[config.mk]
export PLATFORM = sky130hd
export DESIGN_NAME = vsh_ctrl
export DESIGN_NICKNAME = d
export VERILOG_FILES = /design/src/vsh_pkg.sv /design/src/vsh_ctrl.sv
export SDC_FILE = /design/constraint.sdc
export NUM_CORES = 1
export LEC_CHECK = 0
export BUFFER_PORTS_ARGS = -buffer_cell sky130_fd_sc_hd__clkbuf_2
export CAP_MARGIN = 20
export CORE_AREA = 2 2 39 41
export CTS_BUF_LIST = sky130_fd_sc_hd__clkbuf_4
export DETAILED_ROUTE_END_ITERATION = 12
export DIE_AREA = 0 0 41 43
export GPL_ROUTABILITY_DRIVEN = 0
export PLACE_DENSITY = 0.47
export SYNTH_ARGS = -nofsm -noshare
export SYNTH_HDL_FRONTEND = slang
export SYNTH_SLANG_ARGS = --single-unit
[constraint.sdc]
create_clock -name clk -period 3.3 [get_ports clk]
set_input_delay 0.165 -clock clk [delete_from_list [all_inputs] [get_ports clk]]
set_output_delay 0.165 -clock clk [all_outputs]
set_load 0.01 [all_outputs]
[src/vsh_pkg.sv]
// Shared types and constants for the voxel store with height map.
`timescale 1ns / 1ps
package vsh_pkg;

  localparam logic [2:0] OP_RD_VOX = 3'd0;
  localparam logic [2:0] OP_WR_VOX = 3'd1;
  localparam logic [2:0] OP_RD_HGT = 3'd2;
  localparam logic [2:0] OP_SET_HGT = 3'd3;
  localparam logic [2:0] OP_CLR_MOD = 3'd4;

  // Reset value of floor_y and of every column height (-64).
  localparam logic signed [11:0] FLOOR_RESET = -12'sd64;
  localparam logic signed [12:0] HEIGHT_RESET = -13'sd64;

  typedef enum logic [2:0] {
    ST_CLEAR,
    ST_IDLE,
    ST_LOOK,
    ST_EXEC,
    ST_SCAN_RD,
    ST_SCAN_CHK,
    ST_WRH
  } state_t;

  typedef struct packed {
    logic clr_en;
    logic load;
    logic rd;
    logic exec;
    logic scan_rd;
    logic scan_dec;
    logic wr_h;
    logic out_load;
  } cmd_t;

  typedef struct packed {
    logic out_free;
    logic scan_need;
    logic h_gt_floor;
    logic scan_zero;
    logic clr_last;
  } sts_t;

endpackage

[src/vsh_ctrl.sv]
// Controller state machine: sequences clear, lookup, execute, scan and write-back.
`timescale 1ns / 1ps
module vsh_ctrl import vsh_pkg::*; (
  input  logic clk,
  input  logic rst,
  input  logic in_valid,
  output logic in_ready,
  input  sts_t sts,
  output cmd_t cmd
);

  state_t state, state_next;

  always_ff @(posedge clk) begin
    if (rst) begin
      state <= ST_CLEAR;
    end else begin
      state <= state_next;
    end
  end

  always_comb begin
    state_next = state;
    unique case (state)
      ST_CLEAR:    if (sts.clr_last) state_next = ST_IDLE;
      ST_IDLE:     if (in_valid) state_next = ST_LOOK;
      ST_LOOK:     state_next = ST_EXEC;
      ST_EXEC:     state_next = sts.scan_need ? ST_SCAN_RD : ST_WRH;
      ST_SCAN_RD:  state_next = sts.h_gt_floor ? ST_SCAN_CHK : ST_WRH;
      ST_SCAN_CHK: state_next = sts.scan_zero ? ST_SCAN_RD : ST_WRH;
      ST_WRH:      if (sts.out_free) state_next = ST_IDLE;
      default:     state_next = ST_CLEAR;
    endcase
  end

  always_comb begin
    cmd      = '0;
    in_ready = 1'b0;
    unique case (state)
      ST_CLEAR:    cmd.clr_en = 1'b1;
      ST_IDLE: begin
        in_ready = 1'b1;
        cmd.load = in_valid;
      end
      ST_LOOK:     cmd.rd = 1'b1;
      ST_EXEC:     cmd.exec = 1'b1;
      ST_SCAN_RD:  cmd.scan_rd = sts.h_gt_floor;
      ST_SCAN_CHK: cmd.scan_dec = sts.scan_zero;
      ST_WRH: begin
        cmd.wr_h     = 1'b1;
        cmd.out_load = sts.out_free;
      end
      default:     cmd = '0;
    endcase
  end

`ifndef SYNTHESIS
  a_load_look: assert property (@(posedge clk) disable iff (rst)
    cmd.load |=> state == ST_LOOK) else $error("load not followed by lookup");
  a_chk_after_rd: assert property (@(posedge clk) disable iff (rst)
    state == ST_SCAN_CHK |-> $past(state == ST_SCAN_RD))
    else $error("scan check without scan read");
  a_out_idle: assert property (@(posedge clk) disable iff (rst)
    cmd.out_load |=> state == ST_IDLE) else $error("result load did not end item");
`endif

endmodule

Yosys cells after proc, flatten, opt, wreduce, memory -nomap -nowiden --
Index checks and enable logic that the tools add are counted.
Word-level totals: register bits 3, input bits 8
Cells by class: reduce and logical (&&, ||, !) cells 2, muxes and demuxes 15, eq/ne operators 9
Operators with widths (number):
- 3-bit case mux with 7 select lines | 1
- 3-bit == test, second input constant | 3
- 3-bit 2-to-1 mux | 3
- 2-bit 2-to-1 mux | 4
- 1-bit 2-to-1 mux | 7
- 3-bit by 2-bit == test with 1-bit output, second input constant | 2
- 2-bit inequality test, second input constant | 3
- 3-bit by 1-bit == test with 1-bit output, second input constant | 1
- 3-bit logical NOT | 1
- 3-bit AND reduction | 1

Longest topological paths before layout --
Gate-level depths: netlist (run 1).
depth after elaboration 3, mapped depth 4, mapped depth without buffers 3

Least setup slack after synthesis (run 1) --
No wires, ideal clock.
path kind reg-to-reg, start register state[0], end register state[2], arrival time 1088 ps, required time 3172 ps, stages on the path, launching flop included 5, buffers on the path 1, setup time 128 ps, clock period less this slack 1216 ps, slack 2084 ps, cells stage by stage dfxtp_1 buf_6 or4_4 o31ai_2 a311oi_1
Between the ends: word-level cells in the longest chain between the ends 3
RTL lines:
- from (decl) | line vsh_ctrl.sv:12 | state_t state, state_next;
- from (signal assigned) | line vsh_ctrl.sv:18 | state <= state_next;
- 3-bit == test, or another cell as far along | line vsh_ctrl.sv:24 | unique case (state)
- 2-bit inequality test (no line)
- 3-bit AND reduction (no line)
Several ways; a longest one is shown, not always the timed one. A chain may end at the register's enable or synchronous reset.

==> results.txt, run 1 <==
- The die covers 1760 µm².
- Data arrives at the worst endpoint at 1.33 ns.
* Final routed DRC violation total: 0
- Worst voltage drop across the vdd grid: roughly 0.00020 V
- Clock slew at reported path FFs: approximately 0.04 ns
* Number of DRC markers after the initial detailed-route iteration: 5
- The first global-routing pass estimated 890 µm of wire.
* Uppermost layer routed: met3
- Counting every instance in the synthesized netlist gives 34.
* Cell area power density: 423 nW/µm²
- Subtracting the final worst setup slack from the clock period gives between 1 and 1.5 ns.
- Most flops, register: state
- RSZ-0062 raised after global routing: false
* Number of synthesized flops with an enable pin: 0
- Sequential share of the synthesized area: 21.4%
* Element type at the critical path start: flip-flop
* M1 WL: 305 µm
- Top-Level Pins: 17
* Largest registers: state (3)
- Leakage dissipation: 0.178 nW
* Top area cells in the synthesized netlist: sky130_fd_sc_hd__dfxtp_1 (21%), sky130_fd_sc_hd__a211oi_1 (5.4%), sky130_fd_sc_hd__buf_8 (5.4%), sky130_fd_sc_hd__nor3b_1 (5.4%), sky130_fd_sc_hd__nand2b_4 (4.9%)
- In the routed layout, each cell is associated on average with a via count of 4.42.
* Clock tree from TritonCTS: done
* Setup bufs post-CTS: 0
- Endpoint kind of the worst setup timing path: output pin
* Relative slew slack: 72.5%
- The total area inside the core boundary comes to 1380 µm².
- After detailed routing, the total wire length is roughly 640 µm.
- Classification of the worst setup path: flip-flop to output pin
- After synthesis, the mean cell area works out to 8.24 µm².
- The design draws ~160 µW.
- Dividing the detail-routed wire length by the instance count gives approximately 9.6 µm.
- Starting utilization of the core area: 20.3%
* Final Slew Violations: 0
- Number of synthesis warnings: 0
* Total clock sinks: 3
- The clock passes through at most 2 buffers.
* Number of standard-cell rows in the floorplan: 14
- CTS Hold Buffers Added: 0
- Derived from the worst setup path, the maximum achievable clock frequency is 667 MHz.
- Maximum number of pins on one net before global-route repair: 14
* Max Clock Skew: around 0.0025 ns
- Quantity of I/O buffers inserted on ports: 16
- Die outline width: about 41 µm
* Yosys top cell by area: sky130_fd_sc_hd__dfxtp_1
- For this run, asynchronously set or reset flops after synthesis account for 0%.
- Number of global-route vias before repair: ~220
- Synthesis produced a netlist with a net count of 42.
- Via count of the routed design: 296
- In this run the number of H-tree levels came out at 1.
* Pre-Repair DR Iteration Count: 4
* Number of resized instances in the post-cts repair step: 0
- After legalization and detailed placement, the total HPWL measured 480 µm.
- Flops & latches, synth: 3
- After routing, the total negative slack on setup checks comes to 0 ns.
- The die is 43 µm tall.
* WL met3: 56 µm
- The most used flip-flop cell after synthesis is sky130_fd_sc_hd__dfxtp_1.
- Summed over its instances, the top area cell type makes up 21.4% of the synthesized netlist area.
- Number of nets with antenna violations after detailed routing: 0
- The number of hold-slack violations in the final timing report was 0.
- CP required: 3.13 ns
- Commonest cells in the synthesized netlist: sky130_fd_sc_hd__dfxtp_1 (3), sky130_fd_sc_hd__nand2_1 (3), sky130_fd_sc_hd__nor2_1 (3)
- Summed over all layers, the global routing overflow is 0.
* Root buffer selected by CTS: sky130_fd_sc_hd__clkbuf_4
* TritonCTS Buffers: 3
- In the detailed route, the total length drawn on met2 is 280 µm.
* Number of library cell types mapped by synthesis: 24
- The repair_antennas step left the layout with diodes totalling 0.
- In this run the worst hold path is classified as primary input to flip-flop.
- Status: complete, no violations
- The register with the most flip-flops in the layout has 3 of them.
- At the pin with the least slew margin, the transition time is ~0.4 ns.
* Max-cap violation count: 0
- Number of inserted filler cells in the final layout: 154
- Critical Path Fanout Max: 13
- Number of nets in the layout: 60
- Share of the clock period used by the worst path: 45.4%
- The initial antenna violation count came to 0.
- The clock reaches the later pin of the worst-skew pair after 0.23 ns.
* Final setup viols: 0
- Global routing consumed, over all layers together, under 10% of the routing resources.
- Post-synthesis cell area: 280 µm²
* Fraction of final layout cells sized beyond drive strength 1: a little under half
- Area overhead of the layout relative to synthesis: 35.3%
cell usage in the layout (no fill, tap or decap):
| cell | synthesis | routed |
|---|---|---|
| sky130_fd_sc_hd__a211oi_1 | 2 | 2 |
| sky130_fd_sc_hd__a22oi_1 | 1 | 1 |
| sky130_fd_sc_hd__a311oi_1 | 1 | 1 |
| sky130_fd_sc_hd__and2_1 | 2 | 2 |
| sky130_fd_sc_hd__clkbuf_2 | 0 | 16 |
| sky130_fd_sc_hd__clkbuf_4 | 0 | 4 |
| sky130_fd_sc_hd__dfxtp_1 | 3 | 3 |
| sky130_fd_sc_hd__inv_1 | 2 | 2 |
| sky130_fd_sc_hd__nand2_1 | 3 | 3 |
| sky130_fd_sc_hd__nand2b_1 | 1 | 1 |
| sky130_fd_sc_hd__nand2b_4 | 1 | 1 |
| sky130_fd_sc_hd__nand3b_1 | 1 | 1 |
| sky130_fd_sc_hd__nand4bb_1 | 1 | 1 |
| sky130_fd_sc_hd__nor2_1 | 3 | 3 |
| sky130_fd_sc_hd__nor2b_1 | 1 | 1 |
| sky130_fd_sc_hd__nor3_1 | 1 | 1 |
| sky130_fd_sc_hd__nor3b_1 | 2 | 2 |
| sky130_fd_sc_hd__o21ai_0 | 1 | 1 |
| sky130_fd_sc_hd__o221ai_1 | 1 | 1 |
| sky130_fd_sc_hd__o31ai_2 | 1 | 1 |
| sky130_fd_sc_hd__or2_2 | 1 | 1 |
| sky130_fd_sc_hd__or3_1 | 1 | 1 |
| sky130_fd_sc_hd__or4_4 | 1 | 1 |
worst max-delay path, cell delays in order (launching register included):
cell                       delay, ns
sky130_fd_sc_hd__dfxtp_1        0.56
sky130_fd_sc_hd__nand2b_1       0.14
sky130_fd_sc_hd__nor3b_1        0.23
sky130_fd_sc_hd__clkbuf_2       0.17
final cells by class:
cell class	instances	area, µm²	area share, %
Clock buffer	4	30.0	7.92
Inverter	2	7.51	1.98
Multi-Input combinational cell	26	181	47.9
Sequential cell	3	60.1	15.8
Tap cell	16	20.0	5.28
Timing Repair Buffer	16	80.1	21.1
report_power, final:
| part | switching (mW) | total [mW] | internal, mW |
|---|---|---|---|
| Sequential | 0.00804 | 0.0475 | 0.0394 |
| Clock | 0.0204 | 0.0740 | 0.0536 |
| Combinational | 0.0172 | 0.0388 | 0.0216 |
| Total | 0.0456 | 0.160 | 0.115 |
layer usage:
metal,track usage (%),up-vias
met5,0,-
li1,-,157
met4,0,0
met3,3.66,0
met1,10.5,130
met2,10.0,9
logic make-up after synthesis:
group                  synth area share [%]
AO/OA/AOI/OAI                          20.5
buffers and inverters                  13.8
flip-flops                             21.4
AND/OR/NAND/NOR                        44.2
per-stage QoR:
stage,util [%],hold slack (ns),setup slack [ns],std cells,instance area (µm²)
after detailed placement,25.2,0.370,2.03,63,349
after CTS,27.4,0.123,1.80,67,379
after global placement,25.2,0.377,2.00,63,349
final,27.4,0.126,1.80,67,379
after global routing,27.4,0.131,1.69,67,379
after floorplan,-,0.237,2.08,34,280
path summary, 6_finish.rpt:
kind,cells past startpoint,to,slack (ns),start
worst max-delay path,3,cmd[3],1.80,state[2]
worst min register to register,2,state[2],0.68,state[1]
worst min-delay path,2,state[0],0.13,rst
worst max register to register,3,state[2],2.01,state[0]
Note: power is estimated with default switching activity, not from simulation.
==> run 2, diff against run 1 <==
==> constraint.sdc (replaced) <==
create_clock -name clk -period 1.45 [get_ports clk]
set_input_delay 0.0725 -clock clk [delete_from_list [all_inputs] [get_ports clk]]
set_output_delay 0.0725 -clock clk [all_outputs]
set_load 0.01 [all_outputs]
==> results.txt, run 2 (same netlist as run 1, synthesis figures left out) <==
- The global-route total usage across every layer came to 8.31% (was 7.21%).
- The half-perimeter wire length of the detailed placement result was 516 µm (was 480 µm).
- The chip height came to 43 µm (unchanged).
- The number of hold-slack violations in the final timing report came to 0 (unchanged).
- The post-route setup TNS is 0 ns (unchanged).
- The clock tree from TritonCTS is done (unchanged).
* Area inside the core boundary: 1380 µm² (unchanged)
* Transition time at the pin with the least slew margin: 0.377 ns (was 0.412 ns)
* Status: complete, no violations (unchanged)
* Tmin final: between 1 and 1.5 ns
- Cell area power density: 950 nW/µm² (was 423 nW/µm²)
- The maximum number of pins on one net before global-route repair was 14 (unchanged).
- The data arrival time of the critical path was 1.25 ns (was 1.33 ns).
- The number of flip-flops in the largest register was 3 (unchanged).
- Number of standard-cell rows in the floorplan: 14 (unchanged)
- The number of clock buffers inserted by TritonCTS is 3 (unchanged).
- The final design instance area without fill was 380 µm² (was 379 µm²).
* Setup bufs post-CTS: 0 (unchanged)
* Worst hold path cell count: 2 (unchanged)
- Starting utilization of the core area: 20.3% (unchanged)
- Detailed-route wire length per cell: 9.82 µm (was 9.58 µm)
- The initial antenna violation count came to 0 (unchanged).
- The H-tree depth reported by CTS was 1 (unchanged).
* Clock latency reported for the late side of the worst-skew pair: 0.23 ns (about the same)
- Number of DRC markers after the initial detailed-route iteration: 0 (was 5)
- Count of cells along the worst register-to-register path: 3 (unchanged)
- Final worst setup slack: 0.126 ns (was 1.80 ns)
- Final Slew Violations: 0 (unchanged)
* Sum of internal, switching and leakage power: 361 µW (was 160 µW)
- Sequential cell area in the final layout: 61.3 µm² (was 60.1 µm²)
- The count of boundary I/O pins came to 17 (unchanged).
- Derived from the worst setup path, the maximum achievable clock frequency is 756 MHz.
* Final routed DRC violation total: 0 (unchanged)
* Max-cap violation count: 0 (unchanged)
- The worst IR drop on VDD was 0.000175 V (was 0.000201 V).
- The endpoint kind of the worst setup timing path was an output pin (unchanged).
- Antenna diode instance count: 0 (unchanged)
- The tightest slew margin relative to the limit came to 74.8% (was 72.5%).
- The total setup violations reported at the end of the flow was 0 (unchanged).
* Die outline width: 41 µm (unchanged)
- The clock tree root driver cell is sky130_fd_sc_hd__clkbuf_4 (unchanged).
- Leakage dissipation: 0.179 nW (was 0.178 nW)
- Element type at the critical path start: flip-flop (unchanged)
- Clock slew at reported path FFs: 0.04 ns (about the same)
- CP required: 1.38 ns (was 3.13 ns)
- Number of nets with antenna violations after detailed routing: 0 (unchanged)
- Via-per-instance ratio: 4.37 (was 4.42)
- Cell-by-cell listing of the critical path: nand2b_4, nor2_1, and2_1, clkbuf_2 (was nand2b_1, nor3b_1, clkbuf_2).
- Total die area: 1760 µm² (unchanged)
- Area overhead of the layout relative to synthesis: 35.7% (was 35.3%)
- Fraction of final layout cells sized beyond drive strength 1: 49.0% (was 47.1%)
* Number of nets in the layout: 60 (unchanged)
- Share of the clock period used by the worst path: between 90% and 100%
* Global-route wire length before repair: 1.01 mm (was 890 µm)
- Pre-Repair DR Iteration Count: 1 (was 4)
* Max clock buf depth: 2 (unchanged)
- Via count of the routed design: 293 (was 296)
- The port buffer count was 16 (unchanged).
- Total clock sinks: 3 (unchanged)
- Critical Path Fanout Max: 10 (was 13)
- Max Clock Skew: 0.000205 ns (was 0.00249 ns)
- Routed wire length: 658 µm (was 642 µm)
* Most flops, register: state (unchanged)
* RSZ-0062 raised after global routing: false (unchanged)
- The most common cell after layout, fill and taps aside was sky130_fd_sc_hd__clkbuf_2 (unchanged).
* Worst slack after detailed placement: 0.166 ns (was 2.03 ns)
- The number of global-route vias before repair came to 269 (was 215).
- Largest registers: state (3) (unchanged).
* Largest incremental delay on the critical path: 0.48 ns (was 0.56 ns)
- Commonest cells after routing, fill and taps aside: sky130_fd_sc_hd__clkbuf_2 (16), sky130_fd_sc_hd__clkbuf_4 (4), sky130_fd_sc_hd__nand2_1 (3), sky130_fd_sc_hd__nor2_1 (3) (was sky130_fd_sc_hd__clkbuf_2 (16), sky130_fd_sc_hd__clkbuf_4 (4), sky130_fd_sc_hd__nand2_1 (3), sky130_fd_sc_hd__nor2_1 (3), sky130_fd_sc_hd__dfxtp_1 (3)).
- The type of the worst setup path is flip-flop to output pin (unchanged).
- Min-Delay Path Class: primary input to flip-flop (unchanged)
- Leftover overflow at the end of global routing: 0 (unchanged)
- The post-place instance area came to 349 µm² (unchanged).
- Post-Route Hold Slack: 0.0313 ns (was 0.126 ns)
- Number of inserted filler cells in the final layout: 153 (was 154)
- Library cell contributing the largest single delay on the critical path: sky130_fd_sc_hd__dfxtp_1 (unchanged)
- Multi-input logic area: 181 µm² (unchanged)
## run 2: cell types whose count changed in the layout (fill, tap and decap cells not counted)
cell | previous run | this run
sky130_fd_sc_hd__dfxtp_1 | 3 | 2
sky130_fd_sc_hd__dfxtp_2 | 0 | 1
## run 2: final timing paths
check / slack, ns / end / start
worst min-delay path: 0.03 / state[2] / rst
worst max register to register: 0.17 / state[2] / state[0]
worst min register to register: 0.65 / state[2] / state[2]
worst max-delay path: 0.13 / cmd[6] / state[1]
## run 2: timing repair
action                                  4_1_cts  5_1_grt
endpoints found under the hold margin         0        0
gates resized for setup                       0        1
hold buffers                                  0        0
endpoints found under the setup margin        0        2
## run 2: metal layers
metal  up-vias  global-route usage (%)  routed length (µm)
li1        155                       -                   -
met1       132                    10.5                 299
met2         6                    11.9                 333
met3         0                       0                  25
met4         0                    8.00                   0
met5         -                       0                   0
## run 2: final cells by class
class,count,area share (%)
Multi-Input combinational cell,26,47.7
Inverter,2,1.97
Sequential cell,3,16.1
Clock buffer,4,7.89
Tap cell,16,5.26
Timing Repair Buffer,16,21.1
## run 2: per-stage QoR
| stage | instances | utilization, % |
|---|---|---|
| 2_1_floorplan | 34 | - |
| 3_3_place_gp | 63 | 25.2 |
| 3_5_place_dp | 63 | 25.2 |
| 4_1_cts | 67 | 27.4 |
| 5_1_grt | 67 | 27.5 |
| 6_report | 67 | 27.5 |
## run 2: where the power goes
part / total, mW / switching [mW] / internal, mW / leakage [nW]
Combinational: 0.0884 / 0.0392 / 0.0491 / 0.135
Clock: 0.165 / 0.0428 / 0.122 / 0.0184
Sequential: 0.109 / 0.0186 / 0.0899 / 0.0251
Total: 0.361 / 0.101 / 0.261 / 0.179
## run 2: critical path: cells and delay by family, from the launching register on
kind | cells | cell delay (ns)
flip-flops | 1 | 0.48
buffers and inverters | 1 | 0.12
AND/OR/NAND/NOR | 3 | 0.42
==> run 3, diff against run 2 <==
--- a/config.mk
+++ b/config.mk
@@ -8,7 +8,6 @@
 export BUFFER_PORTS_ARGS = -buffer_cell sky130_fd_sc_hd__clkbuf_2
 export CAP_MARGIN = 20
 export CORE_AREA = 2 2 39 41
-export CTS_BUF_LIST = sky130_fd_sc_hd__clkbuf_4
 export DETAILED_ROUTE_END_ITERATION = 12
 export DIE_AREA = 0 0 41 43
 export GPL_ROUTABILITY_DRIVEN = 0
==> results.txt, run 3 (same netlist as run 1, synthesis figures left out) <==
- Startpoint of the worst register-to-register path: state[0] (unchanged)
- The kind of start point of the critical path is a flip-flop (unchanged).
* TritonCTS Buffers: 3 (unchanged)
- Maximum number of pins on one net before global-route repair: 14 (unchanged)
* M1 WL: 299 µm (unchanged)
* Via-per-instance ratio: 4.37 (unchanged)
- Starting utilization of the core area: 20.3% (unchanged)
- The worst setup timing slack at the placement stage was 0.166 ns (unchanged).
- Tmin final: 1.32 ns (about the same)
* Final routed DRC violation total: 0 (unchanged)
* Total die area: 1760 µm² (unchanged)
- The source of the worst hold timing path is rst (unchanged).
- Relative slew slack: 74.8% (unchanged)
* Area post-placement: 349 µm² (unchanged)
- Worst hold path cell count: 2 (unchanged)
- H-tree depth: 1 (unchanged)
- Commonest cells after routing, fill and taps aside: sky130_fd_sc_hd__clkbuf_2 (16), sky130_fd_sc_hd__nand2_1 (3), sky130_fd_sc_hd__nor2_1 (3), sky130_fd_sc_hd__clkbuf_4 (3) (was sky130_fd_sc_hd__clkbuf_2 (16), sky130_fd_sc_hd__clkbuf_4 (4), sky130_fd_sc_hd__nand2_1 (3), sky130_fd_sc_hd__nor2_1 (3)).
* Worst Setup SP: state[1] (unchanged)
- Fin. Hold Viols: 0 (unchanged)
- Min-Delay Path Class: primary input to flip-flop (unchanged)
- The overflow left after global routing came to 0 (unchanged).
- Final Slew Violations: 0 (unchanged)
* Critical Path Fanout Max: 10 (unchanged)
- The register with the most flip-flops is state (unchanged).
* Transition time at the pin with the least slew margin: 0.377 ns (about the same)
* Die Y-Extent: 43 µm (unchanged)
* Signal arrival time at the worst endpoint: 1.25 ns (about the same)
- Final setup viols: 0 (unchanged)
- The clock transition at the registers of the reported paths is 0.04 ns (about the same).
- Uppermost layer routed: met3 (unchanged)
* Clock tree from TritonCTS: done (unchanged)
- The port buffer count came to 16 (unchanged).
- The number of maximum-capacitance constraint violations came to 0 (unchanged).
- The area overhead of the layout relative to synthesis was 34.4% (was 35.7%).
* Largest registers: state (3) (unchanged)
- The placeable core region came to 1380 µm² (unchanged).
- The layout net count came to 60 (unchanged).
- Total clock sinks: 3 (unchanged)
- F_max: 756 MHz (about the same)
* Register-to-register setup slack: 0.17 ns (about the same)
* Antenna diode instance count: 0 (unchanged)
- Share of the clock period used by the worst path: 91.2% (was 91.3%)
- The routed wire length on met3 was 25 µm (unchanged).
- Die outline width: 41 µm (unchanged)
- Post-Route Hold Slack: 0.0321 ns (was 0.0313 ns)
- Max clock buf depth: 2 (unchanged)
- Total GRT Usage: 8.01% (was 8.31%)
- The count of cells along the worst register-to-register path is 3 (unchanged).
* Number of antenna violations at the first check in global routing: 0 (unchanged)
- The number of global-route vias before repair came to 269 (unchanged).
- The type of the worst setup path is flip-flop to output pin (unchanged).
- The most common cell after layout, fill and taps aside was sky130_fd_sc_hd__clkbuf_2 (unchanged).
- The worst IR drop on VDD came to 0.000175 V (about the same).
- The detailed-routed wire length on met2 came to 330 µm (was 333 µm).
- The final design instance area without fill was 377 µm² (was 380 µm²).
- Setup bufs post-CTS: 0 (unchanged)
- The endpoint kind of the worst setup timing path is an output pin (unchanged).
- The power density of the placed cells came to 908 nW/µm² (was 950 nW/µm²).
- Top-Level Pins: 17 (unchanged)
* Routed wire length: 655 µm (was 658 µm)
- Setup_tns: 0 ns (unchanged)
- Status: complete, no violations (unchanged)
- Number of nets with antenna violations after detailed routing: 0 (unchanged)
- Detailed-route wire length per cell: 9.78 µm (was 9.82 µm)
* Number of DRC markers after the initial detailed-route iteration: 0 (unchanged)
* Final worst setup slack: 0.127 ns (was 0.126 ns)
- The number of flip-flops in the largest register came to 3 (unchanged).
* Root buffer selected by CTS: sky130_fd_sc_hd__clkbuf_4 (unchanged)
- The number of optimization iterations in the first detailed-route pass is 1 (unchanged).
- The total number of vias was 293 (unchanged).
- Global-route wire length before repair: 1.00 mm (was 1.01 mm)
- HPWL reported at the end of detailed placement: 516 µm (unchanged)
* Number of standard-cell rows in the floorplan: 14 (unchanged)
* Fraction of final layout cells sized beyond drive strength 1: 47.1% (was 49.0%)
* Leakage dissipation: 0.175 nW (was 0.179 nW)
* RSZ-0062 raised after global routing: false (unchanged)
- Clock latency reported for the late side of the worst-skew pair: 0.23 ns (about the same)
* CP required: 1.38 ns (about the same)
- The clock skew after layout came to 0.000131 ns (was 0.000205 ns).
-- run 3: changes by cell type in the layout (fill, tap and decap cells not counted) --
| cell | delta |
|---|---|
| sky130_fd_sc_hd__clkbuf_1 | +1 |
| sky130_fd_sc_hd__clkbuf_4 | -1 |
-- run 3: critical path, stage by stage (launching register included) --
cell	delay, ns
sky130_fd_sc_hd__dfxtp_1	0.48
sky130_fd_sc_hd__nand2b_4	0.21
sky130_fd_sc_hd__nor2_1	0.05
sky130_fd_sc_hd__and2_1	0.16
sky130_fd_sc_hd__clkbuf_2	0.12
-- run 3: repair_timing --
action,in CTS,in global routing
hold buffers,0,0
endpoints found under the setup margin,0,2
gates resized for setup,0,1
-- run 3: path summary, 6_finish.rpt --
path	to
max	cmd[6]
min	state[2]
max reg2reg	state[2]
min reg2reg	state[2]
-- run 3: per-layer routing --
layer	vias up	global-route usage (%)
met1	132	10.5
met2	6	11.9
met4	0	6.00
li1	155	-
met5	-	0
met3	0	0
-- run 3: layout make-up --
class	count	area (µm²)
Fill cell	155	1010
Multi-Input combinational cell	26	181
Timing Repair Buffer	16	80.1
Sequential cell	3	61.3
Clock buffer	4	26.3
Tap cell	16	20.0
Inverter	2	7.51
-- run 3: power breakdown --
group	total [mW]	leakage [nW]	switching, mW	internal [mW]
clock network	0.145	0.0150	0.0421	0.103
registers	0.109	0.0251	0.0186	0.0899
logic	0.0884	0.135	0.0392	0.0491
total	0.342	0.175	0.0999	0.242
-- run 3: metrics by stage --
| step | util, % | power [mW] | std cells |
|---|---|---|---|
| CTS | 27.1 | 0.352 | 67 |
| global placement | 25.2 | 0.199 | 63 |
| detailed placement | 25.2 | 0.199 | 63 |
| floorplan | - | 0.180 | 34 |
| global route | 27.2 | 0.368 | 67 |
| finish | 27.2 | 0.342 | 67 |
